$ cat src/rtl/irrigation_pump_controller_macros.svh
// Assertion macros used by the irrigation pump controller top level.
`ifndef IRRIGATION_PUMP_CONTROLLER_MACROS_SVH
`define IRRIGATION_PUMP_CONTROLLER_MACROS_SVH

`ifndef ASSERT_OFF

// Check a property at each rising clock edge, skipped while reset is high.
`define IPC_ASSERT(label, prop) \
   label: assert property (@(posedge clock) disable iff (reset) prop) \
      else $error("irrigation_pump_controller: assertion failed");

// Check a property at each rising clock edge, reset included.
`define IPC_ASSERT_RST(label, prop) \
   label: assert property (@(posedge clock) prop) \
      else $error("irrigation_pump_controller: reset assertion failed");

`else

`define IPC_ASSERT(label, prop)
`define IPC_ASSERT_RST(label, prop)

`endif

`endif

$ cat src/rtl/ipc_pkg.sv
// Types, codes and reset values shared by the irrigation pump controller.
`default_nettype none

package ipc_pkg;

   localparam int TIMER_W    = 16;
   localparam int LEVEL_W    = 7;
   localparam int CSR_IDX_W  = 3;
   localparam int CSR_DATA_W = 16;
   localparam int REQ_DATA_W = 16;
   localparam int RSP_DATA_W = 16;

   // Button codes
   localparam logic [1:0] BTN_NONE  = 2'd0;
   localparam logic [1:0] BTN_MODE  = 2'd1;
   localparam logic [1:0] BTN_WATER = 2'd2;

   // Register indexes
   localparam logic [CSR_IDX_W-1:0] REG_LOW_THRESHOLD  = 3'd0;
   localparam logic [CSR_IDX_W-1:0] REG_HIGH_THRESHOLD = 3'd1;
   localparam logic [CSR_IDX_W-1:0] REG_MAX_WATER      = 3'd2;
   localparam logic [CSR_IDX_W-1:0] REG_CHECK_INTERVAL = 3'd3;
   localparam logic [CSR_IDX_W-1:0] REG_MANUAL_RUN     = 3'd4;

   // Register reset values
   localparam logic [LEVEL_W-1:0] LOW_THRESHOLD_RST  = 7'd40;
   localparam logic [LEVEL_W-1:0] HIGH_THRESHOLD_RST = 7'd70;
   localparam logic [TIMER_W-1:0] MAX_WATER_RST      = 16'd60;
   localparam logic [TIMER_W-1:0] CHECK_INTERVAL_RST = 16'd5;
   localparam logic [TIMER_W-1:0] MANUAL_RUN_RST     = 16'd10;

   typedef struct packed {
      logic [LEVEL_W-1:0] low_threshold;
      logic [LEVEL_W-1:0] high_threshold;
      logic [TIMER_W-1:0] max_water_seconds;
      logic [TIMER_W-1:0] check_interval_seconds;
      logic [TIMER_W-1:0] manual_run_seconds;
   } cfg_type;

   typedef struct packed {
      logic               manual_mode;
      logic               pump_running;
      logic               led_state;
      logic [TIMER_W-1:0] sample_timer;
      logic [TIMER_W-1:0] run_timer;
      logic [LEVEL_W-1:0] held_level;
   } state_type;

   // Packed so that the first field sits in the highest bits
   typedef struct packed {
      logic               second_tick;
      logic [LEVEL_W-1:0] humidity_sample;
      logic [1:0]         button;
   } item_type;

   typedef struct packed {
      logic [LEVEL_W-1:0] humidity_held;
      logic               sampled;
      logic               manual_active;
      logic               indicator_on;
      logic               pump_on;
   } result_type;

   localparam state_type STATE_RST = '{
      manual_mode:  1'b0,
      pump_running: 1'b0,
      led_state:    1'b0,
      sample_timer: CHECK_INTERVAL_RST,
      run_timer:    '0,
      held_level:   '0
   };

   function automatic logic [TIMER_W-1:0] sat_inc(input logic [TIMER_W-1:0] v);
      return (v == {TIMER_W{1'b1}}) ? v : v + {{(TIMER_W-1){1'b0}}, 1'b1};
   endfunction

endpackage

`default_nettype wire

$ cat src/rtl/irrigation_pump_controller.sv
// Top level of the irrigation pump controller: input stage, step, result stage.
// Channel | Direction | Handshake             | Payload
// req     | in        | req_tvalid/req_tready | req_tdata: button, humidity_sample, second_tick
// rsp     | out       | rsp_tvalid/rsp_tready | rsp_tdata: pump_on .. humidity_held
// csr     | in        | csr_we                | csr_index, csr_wdata
// An accepted transaction lands in the input register, and the step logic turns it into a
// result register entry when the result register is empty or rsp_tready is high.
// One transaction per cycle is sustained while rsp_tready stays high.
// A stalled rsp holds the result register, then the input register, then req_tready drops.
// Synchronous reset clears both valid bits, the controller state and the configuration registers.
`default_nettype none
`include "irrigation_pump_controller_macros.svh"

module irrigation_pump_controller (
   input  wire logic                             clock,
   input  wire logic                             reset,
   input  wire logic                             req_tvalid,
   output      logic                             req_tready,
   // [1:0] button, [8:2] humidity_sample, [9] second_tick, [15:10] ignored
   input  wire logic [ipc_pkg::REQ_DATA_W-1:0]   req_tdata,
   output      logic                             rsp_tvalid,
   input  wire logic                             rsp_tready,
   // [0] pump_on, [1] indicator_on, [2] manual_active, [3] sampled,
   // [10:4] humidity_held, [15:11] zero
   output      logic [ipc_pkg::RSP_DATA_W-1:0]   rsp_tdata,
   input  wire logic                             csr_we,
   input  wire logic [ipc_pkg::CSR_IDX_W-1:0]    csr_index,
   input  wire logic [ipc_pkg::CSR_DATA_W-1:0]   csr_wdata
);
   import ipc_pkg::*;

   localparam int ITEM_W   = $bits(item_type);
   localparam int RESULT_W = $bits(result_type);

   cfg_type    cfg;
   logic       in_valid_ff, in_valid_in;
   item_type   in_item_ff, in_item_in;
   logic       out_valid_ff, out_valid_in;
   result_type out_item_ff, out_item_in;
   state_type  state_ff, state_in;
   state_type  step_state;
   result_type step_result;
   logic       advance;
   logic       req_fire;
   logic       step_fire;
   logic       rsp_mirrors_state;
   logic       manual_entry;

   ipc_csr u_csr (
      .clock     (clock),
      .reset     (reset),
      .csr_we    (csr_we),
      .csr_index (csr_index),
      .csr_wdata (csr_wdata),
      .cfg       (cfg)
   );

   ipc_step u_step (
      .cur_state (state_ff),
      .cfg       (cfg),
      .item      (in_item_ff),
      .nxt_state (step_state),
      .result    (step_result)
   );

   assign advance    = !out_valid_ff || rsp_tready;
   assign req_tready = !in_valid_ff || advance;
   assign req_fire   = req_tvalid && req_tready;
   assign step_fire  = in_valid_ff && advance;

   always_comb begin
      in_valid_in  = in_valid_ff;
      in_item_in   = in_item_ff;
      out_valid_in = out_valid_ff;
      out_item_in  = out_item_ff;
      state_in     = state_ff;
      if (advance) begin
         out_valid_in = in_valid_ff;
      end
      if (step_fire) begin
         out_item_in = step_result;
         state_in    = step_state;
         in_valid_in = 1'b0;
      end
      if (req_fire) begin
         in_valid_in = 1'b1;
         in_item_in  = item_type'(req_tdata[ITEM_W-1:0]);
      end
   end

   always_ff @(posedge clock) begin
      if (reset) begin
         in_valid_ff  <= 1'b0;
         out_valid_ff <= 1'b0;
         state_ff     <= STATE_RST;
      end else begin
         in_valid_ff  <= in_valid_in;
         out_valid_ff <= out_valid_in;
         state_ff     <= state_in;
      end
   end

   always_ff @(posedge clock) begin
      in_item_ff  <= in_item_in;
      out_item_ff <= out_item_in;
   end

   assign rsp_tvalid = out_valid_ff;
   assign rsp_tdata  = {{(RSP_DATA_W-RESULT_W){1'b0}}, out_item_ff};

   assign rsp_mirrors_state = out_item_ff.pump_on == state_ff.pump_running &&
                              out_item_ff.manual_active == state_ff.manual_mode &&
                              out_item_ff.humidity_held == state_ff.held_level;
   assign manual_entry      = step_fire && in_item_ff.button == BTN_MODE &&
                              !state_ff.manual_mode;

   // a pending result always mirrors the controller state it left behind
   `IPC_ASSERT(a_rsp_matches_state, rsp_tvalid |-> rsp_mirrors_state)
   // entering manual mode forces the pump off
   `IPC_ASSERT(a_manual_entry_stops_pump, manual_entry |=> (!state_ff.pump_running && state_ff.manual_mode))
   // a sample clears the sample timer
   `IPC_ASSERT(a_sample_clears_timer, (step_fire && step_result.sampled) |=> (state_ff.sample_timer == '0))
   // a stalled result freezes the controller state
   `IPC_ASSERT(a_stall_holds_state, (rsp_tvalid && !rsp_tready) |=> $stable(state_ff))
   // reset empties both stages
   `IPC_ASSERT_RST(a_reset_empties, reset |=> (!rsp_tvalid && req_tready))

endmodule

`default_nettype wire

$ cat src/rtl/ipc_csr.sv
// Configuration register file of the irrigation pump controller.
`default_nettype none

module ipc_csr (
   input  wire logic                             clock,
   input  wire logic                             reset,
   input  wire logic                             csr_we,
   input  wire logic [ipc_pkg::CSR_IDX_W-1:0]    csr_index,
   input  wire logic [ipc_pkg::CSR_DATA_W-1:0]   csr_wdata,
   output ipc_pkg::cfg_type                      cfg
);
   import ipc_pkg::*;

   cfg_type cfg_ff;
   cfg_type cfg_in;

   always_comb begin
      cfg_in = cfg_ff;
      if (csr_we) begin
         unique case (csr_index)
            REG_LOW_THRESHOLD:  cfg_in.low_threshold          = csr_wdata[LEVEL_W-1:0];
            REG_HIGH_THRESHOLD: cfg_in.high_threshold         = csr_wdata[LEVEL_W-1:0];
            REG_MAX_WATER:      cfg_in.max_water_seconds      = csr_wdata[TIMER_W-1:0];
            REG_CHECK_INTERVAL: cfg_in.check_interval_seconds = csr_wdata[TIMER_W-1:0];
            REG_MANUAL_RUN:     cfg_in.manual_run_seconds     = csr_wdata[TIMER_W-1:0];
            default: ;  // drop writes beyond the register list
         endcase
      end
   end

   always_ff @(posedge clock) begin
      if (reset) begin
         cfg_ff.low_threshold          <= LOW_THRESHOLD_RST;
         cfg_ff.high_threshold         <= HIGH_THRESHOLD_RST;
         cfg_ff.max_water_seconds      <= MAX_WATER_RST;
         cfg_ff.check_interval_seconds <= CHECK_INTERVAL_RST;
         cfg_ff.manual_run_seconds     <= MANUAL_RUN_RST;
      end else begin
         cfg_ff <= cfg_in;
      end
   end

   assign cfg = cfg_ff;

endmodule

`default_nettype wire

$ cat src/rtl/ipc_step.sv
// Next-state and result logic for one poll pass of the pump controller.
`default_nettype none

module ipc_step (
   input  ipc_pkg::state_type  cur_state,
   input  ipc_pkg::cfg_type    cfg,
   input  ipc_pkg::item_type   item,
   output ipc_pkg::state_type  nxt_state,
   output ipc_pkg::result_type result
);
   import ipc_pkg::*;

   always_comb begin
      state_type s;
      logic      smp;

      s   = cur_state;
      smp = 1'b0;

      // advance both timers first
      if (item.second_tick) begin
         s.sample_timer = sat_inc(s.sample_timer);
         s.run_timer    = sat_inc(s.run_timer);
      end

      unique case (item.button)
         BTN_MODE: begin
            if (!s.manual_mode) begin
               s.manual_mode  = 1'b1;
               s.pump_running = 1'b0;
            end else begin
               s.manual_mode  = 1'b0;
            end
         end
         BTN_WATER: begin
            if (s.manual_mode) begin
               s.pump_running = 1'b1;
               s.run_timer    = '0;
            end
         end
         default: ;  // no event, or unused code
      endcase

      if (!s.manual_mode) begin
         if (s.sample_timer >= cfg.check_interval_seconds) begin
            s.held_level   = item.humidity_sample;
            s.sample_timer = '0;
            smp            = 1'b1;
            if (s.held_level < cfg.low_threshold && !s.pump_running) begin
               s.pump_running = 1'b1;
               s.led_state    = 1'b1;
               s.run_timer    = '0;
            end
         end
         if (s.pump_running && (s.held_level >= cfg.high_threshold ||
                                s.run_timer >= cfg.max_water_seconds)) begin
            s.pump_running = 1'b0;
            s.led_state    = 1'b0;
         end
      end else begin
         if (s.pump_running && s.run_timer >= cfg.manual_run_seconds) begin
            s.pump_running = 1'b0;
            s.led_state    = 1'b0;
         end
      end

      nxt_state            = s;
      result.pump_on       = s.pump_running;
      result.indicator_on  = s.led_state;
      result.manual_active = s.manual_mode;
      result.sampled       = smp;
      result.humidity_held = s.held_level;
   end

endmodule

`default_nettype wire

$ cat config.mk
export PLATFORM = sky130hd
export DESIGN_NAME = irrigation_pump_controller
export DESIGN_NICKNAME = d
export VERILOG_FILES = /design/src/rtl/ipc_pkg.sv /design/src/rtl/irrigation_pump_controller.sv /design/src/rtl/ipc_csr.sv /design/src/rtl/ipc_step.sv
export VERILOG_INCLUDE_DIRS = /design/src /design/src/rtl
export SDC_FILE = /design/constraint.sdc
export NUM_CORES = 1
export LEC_CHECK = 0
export ABC_AREA = 1
export CAP_MARGIN = 20
export CORE_ASPECT_RATIO = 1.2
export CORE_UTILIZATION = 45
export DETAILED_ROUTE_END_ITERATION = 7
export DONT_BUFFER_PORTS = 1
export PLACE_DENSITY_LB_ADDON = 0.15
export SLEW_MARGIN = 20
export SYNTH_ARGS = -nofsm -noshare
export SYNTH_HDL_FRONTEND = slang
export SYNTH_SLANG_ARGS = --single-unit
$ cat constraint.sdc
create_clock -name clock -period 7.2 [get_ports clock]
set_input_delay 0.36 -clock clock [delete_from_list [all_inputs] [get_ports clock]]
set_output_delay 0.36 -clock clock [all_outputs]
set_load 0.01 [all_outputs]
# Yosys cells after proc, flatten, opt, wreduce, memory -nomap -nowiden
# Index checks and enable logic that the tools add are counted.
[totals] ff_bits=127 latchBits=0 ramBits=0 mem_bits_ro=0 input_bits=40 output_inout_bits=18 word_cells=75 memories=0
[op_classes] addsub=2 multipliers=0 n_div=0 order_cmp=5 eq_ne=8 n_shift=0 n_mux=21 bitwise=0 n_reduce_logical=18
[ops] operator="41-bit 2-to-1 mux" n=2
[ops] operator="16-bit 2-to-1 mux" n=5
[ops] operator="16-bit >= comparator" n=3
[ops] operator="39-bit 2-to-1 mux" n=1
[ops] operator="16-bit by 1-bit adder with 16-bit output, second input constant" n=2
[ops] operator="16-bit == test, second input constant" n=2
[ops] operator="32-bit 2-to-1 mux" n=1
[ops] operator="2-bit AND reduction" n=5
[ops] operator="2-bit 2-to-1 mux" n=4
[ops] operator="7-bit >= comparator" n=1
[ops] operator="7-bit less-than comparator" n=1
[ops] operator="1-bit 2-to-1 mux" n=7
[ops] operator="3-bit by 2-bit == test with 1-bit output, second input constant" n=2
[ops] operator="1-bit logical AND" n=5
[ops] operator="3-bit by 1-bit == test with 1-bit output, second input constant" n=1
[ops] operator="3-bit == test, second input constant" n=1
[ops] operator="1-bit logical NOT" n=3
[ops] operator="3-bit logical NOT" n=1
[ops] operator="1-bit logical OR" n=3
[ops] operator="2-bit by 1-bit == test with 1-bit output, second input constant" n=1
[ops] operator="2-bit == test, second input constant" n=1
[ops] operator="1-bit case mux with 2 select lines" n=1
[ops] operator="2-bit nonzero test" n=1

# Longest topological paths before layout
[depth] depth_word=13 ltp_mapped=34 ltp_nobuf=33

# Cells and area by module
# From an unflattened synthesis, not the netlist that was laid out.
[unflattened] hier_cells=1331 hier_area_um2=8730.9
[by_module_without_submodules] mod="ipc_step" n_inst=1 cells_each=663 area_each_um2=3604.7 seq_area_each_um2=0.0
[by_module_without_submodules] mod="irrigation_pump_controller" n_inst=1 cells_each=310 area_each_um2=2612.5 seq_area_each_um2=1511.4
[by_module_without_submodules] mod="ipc_csr" n_inst=1 cells_each=358 area_each_um2=2513.7 seq_area_each_um2=1241.2

# Worst setup path before layout
# No wires, ideal clock.
[synth_timing] path_kind="register to register" start="register state_ff[23] (netlist name)" end="register out_item_ff (netlist bit rsp_tdata[1]) (data pin)" t_arrival_ps=3525 slack_ps=3422 path_stages_with_launch=30 cell_sequence="dfxtp_1 > ha_1 > nand2_1 > nor2_4 > nand4_2 > xor2_1 > nand2_1 > o21ai_0 > inv_1 > ha_1 > nand2_1 > nor2_1 > nor2_1 > nand2_1 > nand2_1 > nand2_1 > nand2_2 > nand2_4 > nand2_4 > nor2_4 > buf_2 > nor2_1 > ha_1 > nand2_1 > nor3_1 > nand3_1 > nand4_1 > nand2_1 > nand2_1 > nand2_1"
[synth_lines] element="from (decl)" line="irrigation_pump_controller.sv:40" text="state_type state_ff, state_in;"
[synth_lines] element="from (signal assigned)" line="irrigation_pump_controller.sv:99" text="state_ff <= state_in;"
[synth_lines] element="to (signal assigned)" line="irrigation_pump_controller.sv:105" text="out_item_ff <= out_item_in;"
[synth_lines] element="to (decl)" line="irrigation_pump_controller.sv:39" text="result_type out_item_ff, out_item_in;"

==> impl_metrics.env <==
export IMPL_synth_edff_count=21
export IMPL_p_leak_nw=3.61
export IMPL_seq_area_frac_synth=0.363
export IMPL_clockBufferDepth=2
export IMPL_min_period_over_period=0.659
export IMPL_ir_drop_mv=0.163
export IMPL_final_cell_mix="nand2_1, inv_1, a21oi_1, dfxtp_1, o21ai_0"
export IMPL_fp_dieH_um=144
export IMPL_status="complete, no violations"
export IMPL_ys_ff_latch=127
export IMPL_synth_top_area_cell="dfxtp_1"
export IMPL_antenna_cells=0
export IMPL_initial_core_util=0.464
export IMPL_worst_clock_skew_ns=0.0101
export IMPL_viasPerCell=5.08
export IMPL_core_area_um2=16300
export IMPL_synthFlopType="dfxtp_1"
export IMPL_async_flop_share=0
export IMPL_cpMostUsedCell="nand2_1"
export IMPL_fmax_ghz=0.211
export IMPL_final_area_um2=8240
export IMPL_cts_resized=0
export IMPL_drive_gt1_frac=0.0709
export IMPL_clockRootBuffer="clkbuf_16"
export IMPL_h_tree_depth=4
export IMPL_cts_sinks=127
export IMPL_synth_area_um2=7570
export IMPL_avgSynthCellArea_um2=7.35
export IMPL_tns_ns=0
export IMPL_dpl_hpwl_um=13100
export IMPL_hold_path_class="in2reg"
export IMPL_drt_total_wl_um=18200
export IMPL_cpMaxStageDelayCell="dfxtp_1"
export IMPL_cts_tree="yes"
export IMPL_drc=0
export IMPL_critical_path_buf_inv_count=1
export IMPL_netlist_top_cells_area="dfxtp_1, ha_1, nand2_1, edfxtp_1, inv_1"
export IMPL_gr_usage_all_layers=0.221
export IMPL_boundaryPins=58
export IMPL_synthCells=1031
export IMPL_slew_viol_final=0
export IMPL_final_util=0.504
export IMPL_dr_total_vias=6304
export IMPL_area_delta_synth_final_pct=8.72
export IMPL_clk_pin_slew_ns=0.06
export IMPL_cp_required_ns=7.38
export IMPL_critPathMaxFanout=16
export IMPL_max_slew_margin=0.486
export IMPL_setup_viol=0
export IMPL_end_kind="flip-flop"
export IMPL_clk_latency_ns=0.43
export IMPL_layout_commonest_cell="nand2_1"
export IMPL_slowest_delay_ns=0.45
export IMPL_min_period_ns=4.75
export IMPL_rsz0062_at_grt="no"
export IMPL_yosys_area_top_type_share=0.280
export IMPL_synth_distinct_cells=45
export IMPL_grt_pass1_wl_um=29500
export IMPL_drt_iter0_drc=380
export IMPL_place_congestion=0.819
export IMPL_critical_path_class="reg2reg"
export IMPL_fp_dieArea_um2=17400
export IMPL_cts_buffers=17
export IMPL_critPathArrivalTime_ns=4.92
export IMPL_wl_per_cell_um=14.6
export IMPL_grt_start_max_net_pins=52
export IMPL_cp_start_kind="flip-flop"
export IMPL_ant_nets=0
export IMPL_grt_pass1_vias=5848
export IMPL_hold_buffers=1
export IMPL_max_cap_violations=0
export IMPL_cp_top_family="simple AND/OR/NAND/NOR gates"
export IMPL_hold_viol=0
export IMPL_rows=51
export IMPL_powerDensity_nw_per_um2=224
export IMPL_antenna_found_initial=0
export IMPL_gr_total_overflow=0
export IMPL_tightest_slew_ns=0.770
export IMPL_placed_cell_area_um2=7660
export IMPL_fin_nets=1121
export IMPL_die_width_um=120
export IMPL_drtPass1Iterations=5
export IMPL_portBuffers=0
export IMPL_ys_warn_count=0
export IMPL_post_cts_buffers=0
-- report_power, final --
part / switching [mW] / internal (mW) / total (mW)
Clock: 0.357 / 0.450 / 0.808
Sequential: 0.0206 / 0.757 / 0.778
Combinational: 0.176 / 0.0868 / 0.263
-- synth_stat cells, types with 2 or more instances --
cell,count
dfxtp_1,106
nor4_1,3
nor3_4,2
a21o_1,2
nand4_1,10
a21oi_2,3
nor3_1,15
nand3_2,2
nor2_2,2
nand2_4,3
o21ai_1,4
o22ai_1,7
nor2_4,6
nor3_2,2
o21a_1,2
inv_2,4
clkinv_1,2
buf_2,8
ha_1,65
a21oi_1,117
nand2_2,5
buf_6,3
buf_1,2
or2_2,2
buf_4,7
nor2_1,63
o21ai_0,89
nand2_1,182
clkbuf_1,22
xor2_1,16
o21bai_1,2
edfxtp_1,21
nand3_1,65
xnor2_1,3
inv_1,159
o211ai_1,16
-- worst register-to-register path, delay by kind of cell, from the launching register on --
| kind | cells | cell delay [ns] |
|---|---|---|
| xor+xnor | 1 | 0.26 |
| buf+inv | 1 | 0.07 |
| flops | 1 | 0.45 |
| simple gates | 22 | 2.82 |
| compound gates | 1 | 0.11 |
| fa+ha+maj | 3 | 0.83 |
-- worst paths after layout --
check | end | start | cells past startpoint | slack, ns
setup / recovery | rsp_tdata[1] | state_ff[23] | 28 | 2.45
hold / removal | in_item_ff[2] | req_tdata[2] | 0 | 0.02
setup reg to reg | rsp_tdata[1] | state_ff[23] | 28 | 2.45
hold reg to reg | u_csr.cfg[47] | u_csr.cfg[47] | 2 | 0.46
-- layer usage --
| metal | global-route usage | vias up | part of all wire |
|---|---|---|---|
| li1 | - | 3347 | - |
| met1 | 0.291 | 2836 | 0.50 |
| met5 | 0 | - | 0 |
| met4 | 0.0669 | 0 | 0.013 |
| met3 | 0.0442 | 17 | 0.031 |
| met2 | 0.363 | 104 | 0.46 |
-- stage by stage --
stage / setup slack [ns] / total power, mW / cells / hold slack, ns
3_3_place_gp: 2.42 / 1.05 / 1208 / 0.432
4_1_cts: 2.37 / 1.87 / 1241 / 0.00762
3_5_place_dp: 2.41 / 1.05 / 1208 / 0.435
6_report: 2.45 / 1.85 / 1241 / 0.0224
5_1_grt: 1.88 / 1.94 / 1241 / 0.00464
2_1_floorplan: 3.42 / 0.998 / 1035 / 0.435
-- sequential cells by signal, summed over array words and instances, names as in the netlist --
register	count
in_valid_ff	1
in_item_ff	10
rsp_tvalid	1
u_csr.cfg	62
rsp_tdata	11
state_ff	42
-- cells by family (layout without fill, tap and decap cells) --
family                     Yosys count  count (layout)  share of synthesized area
and+or+nand+nor                    367             367                      0.222
AOI/OAI and AO/OA                  243             243                      0.172
buffers and inverters              208             202                      0.111
DFF                                127             127                      0.363
adders and majority gates           65              65                      0.107
xor gates and xnor gates            20              20                     0.0241
other                                1               5                   0.000495
-- final cells by class --
class	count	area, µm²
clock inverter	15	126
inverter	165	619
tap	212	265
fill	1676	8100
clock buffer	17	425
multi-input combinational	700	4000
timing repair buffer	5	50.0
sequential	127	2750
(Power assumes the default switching activity.)
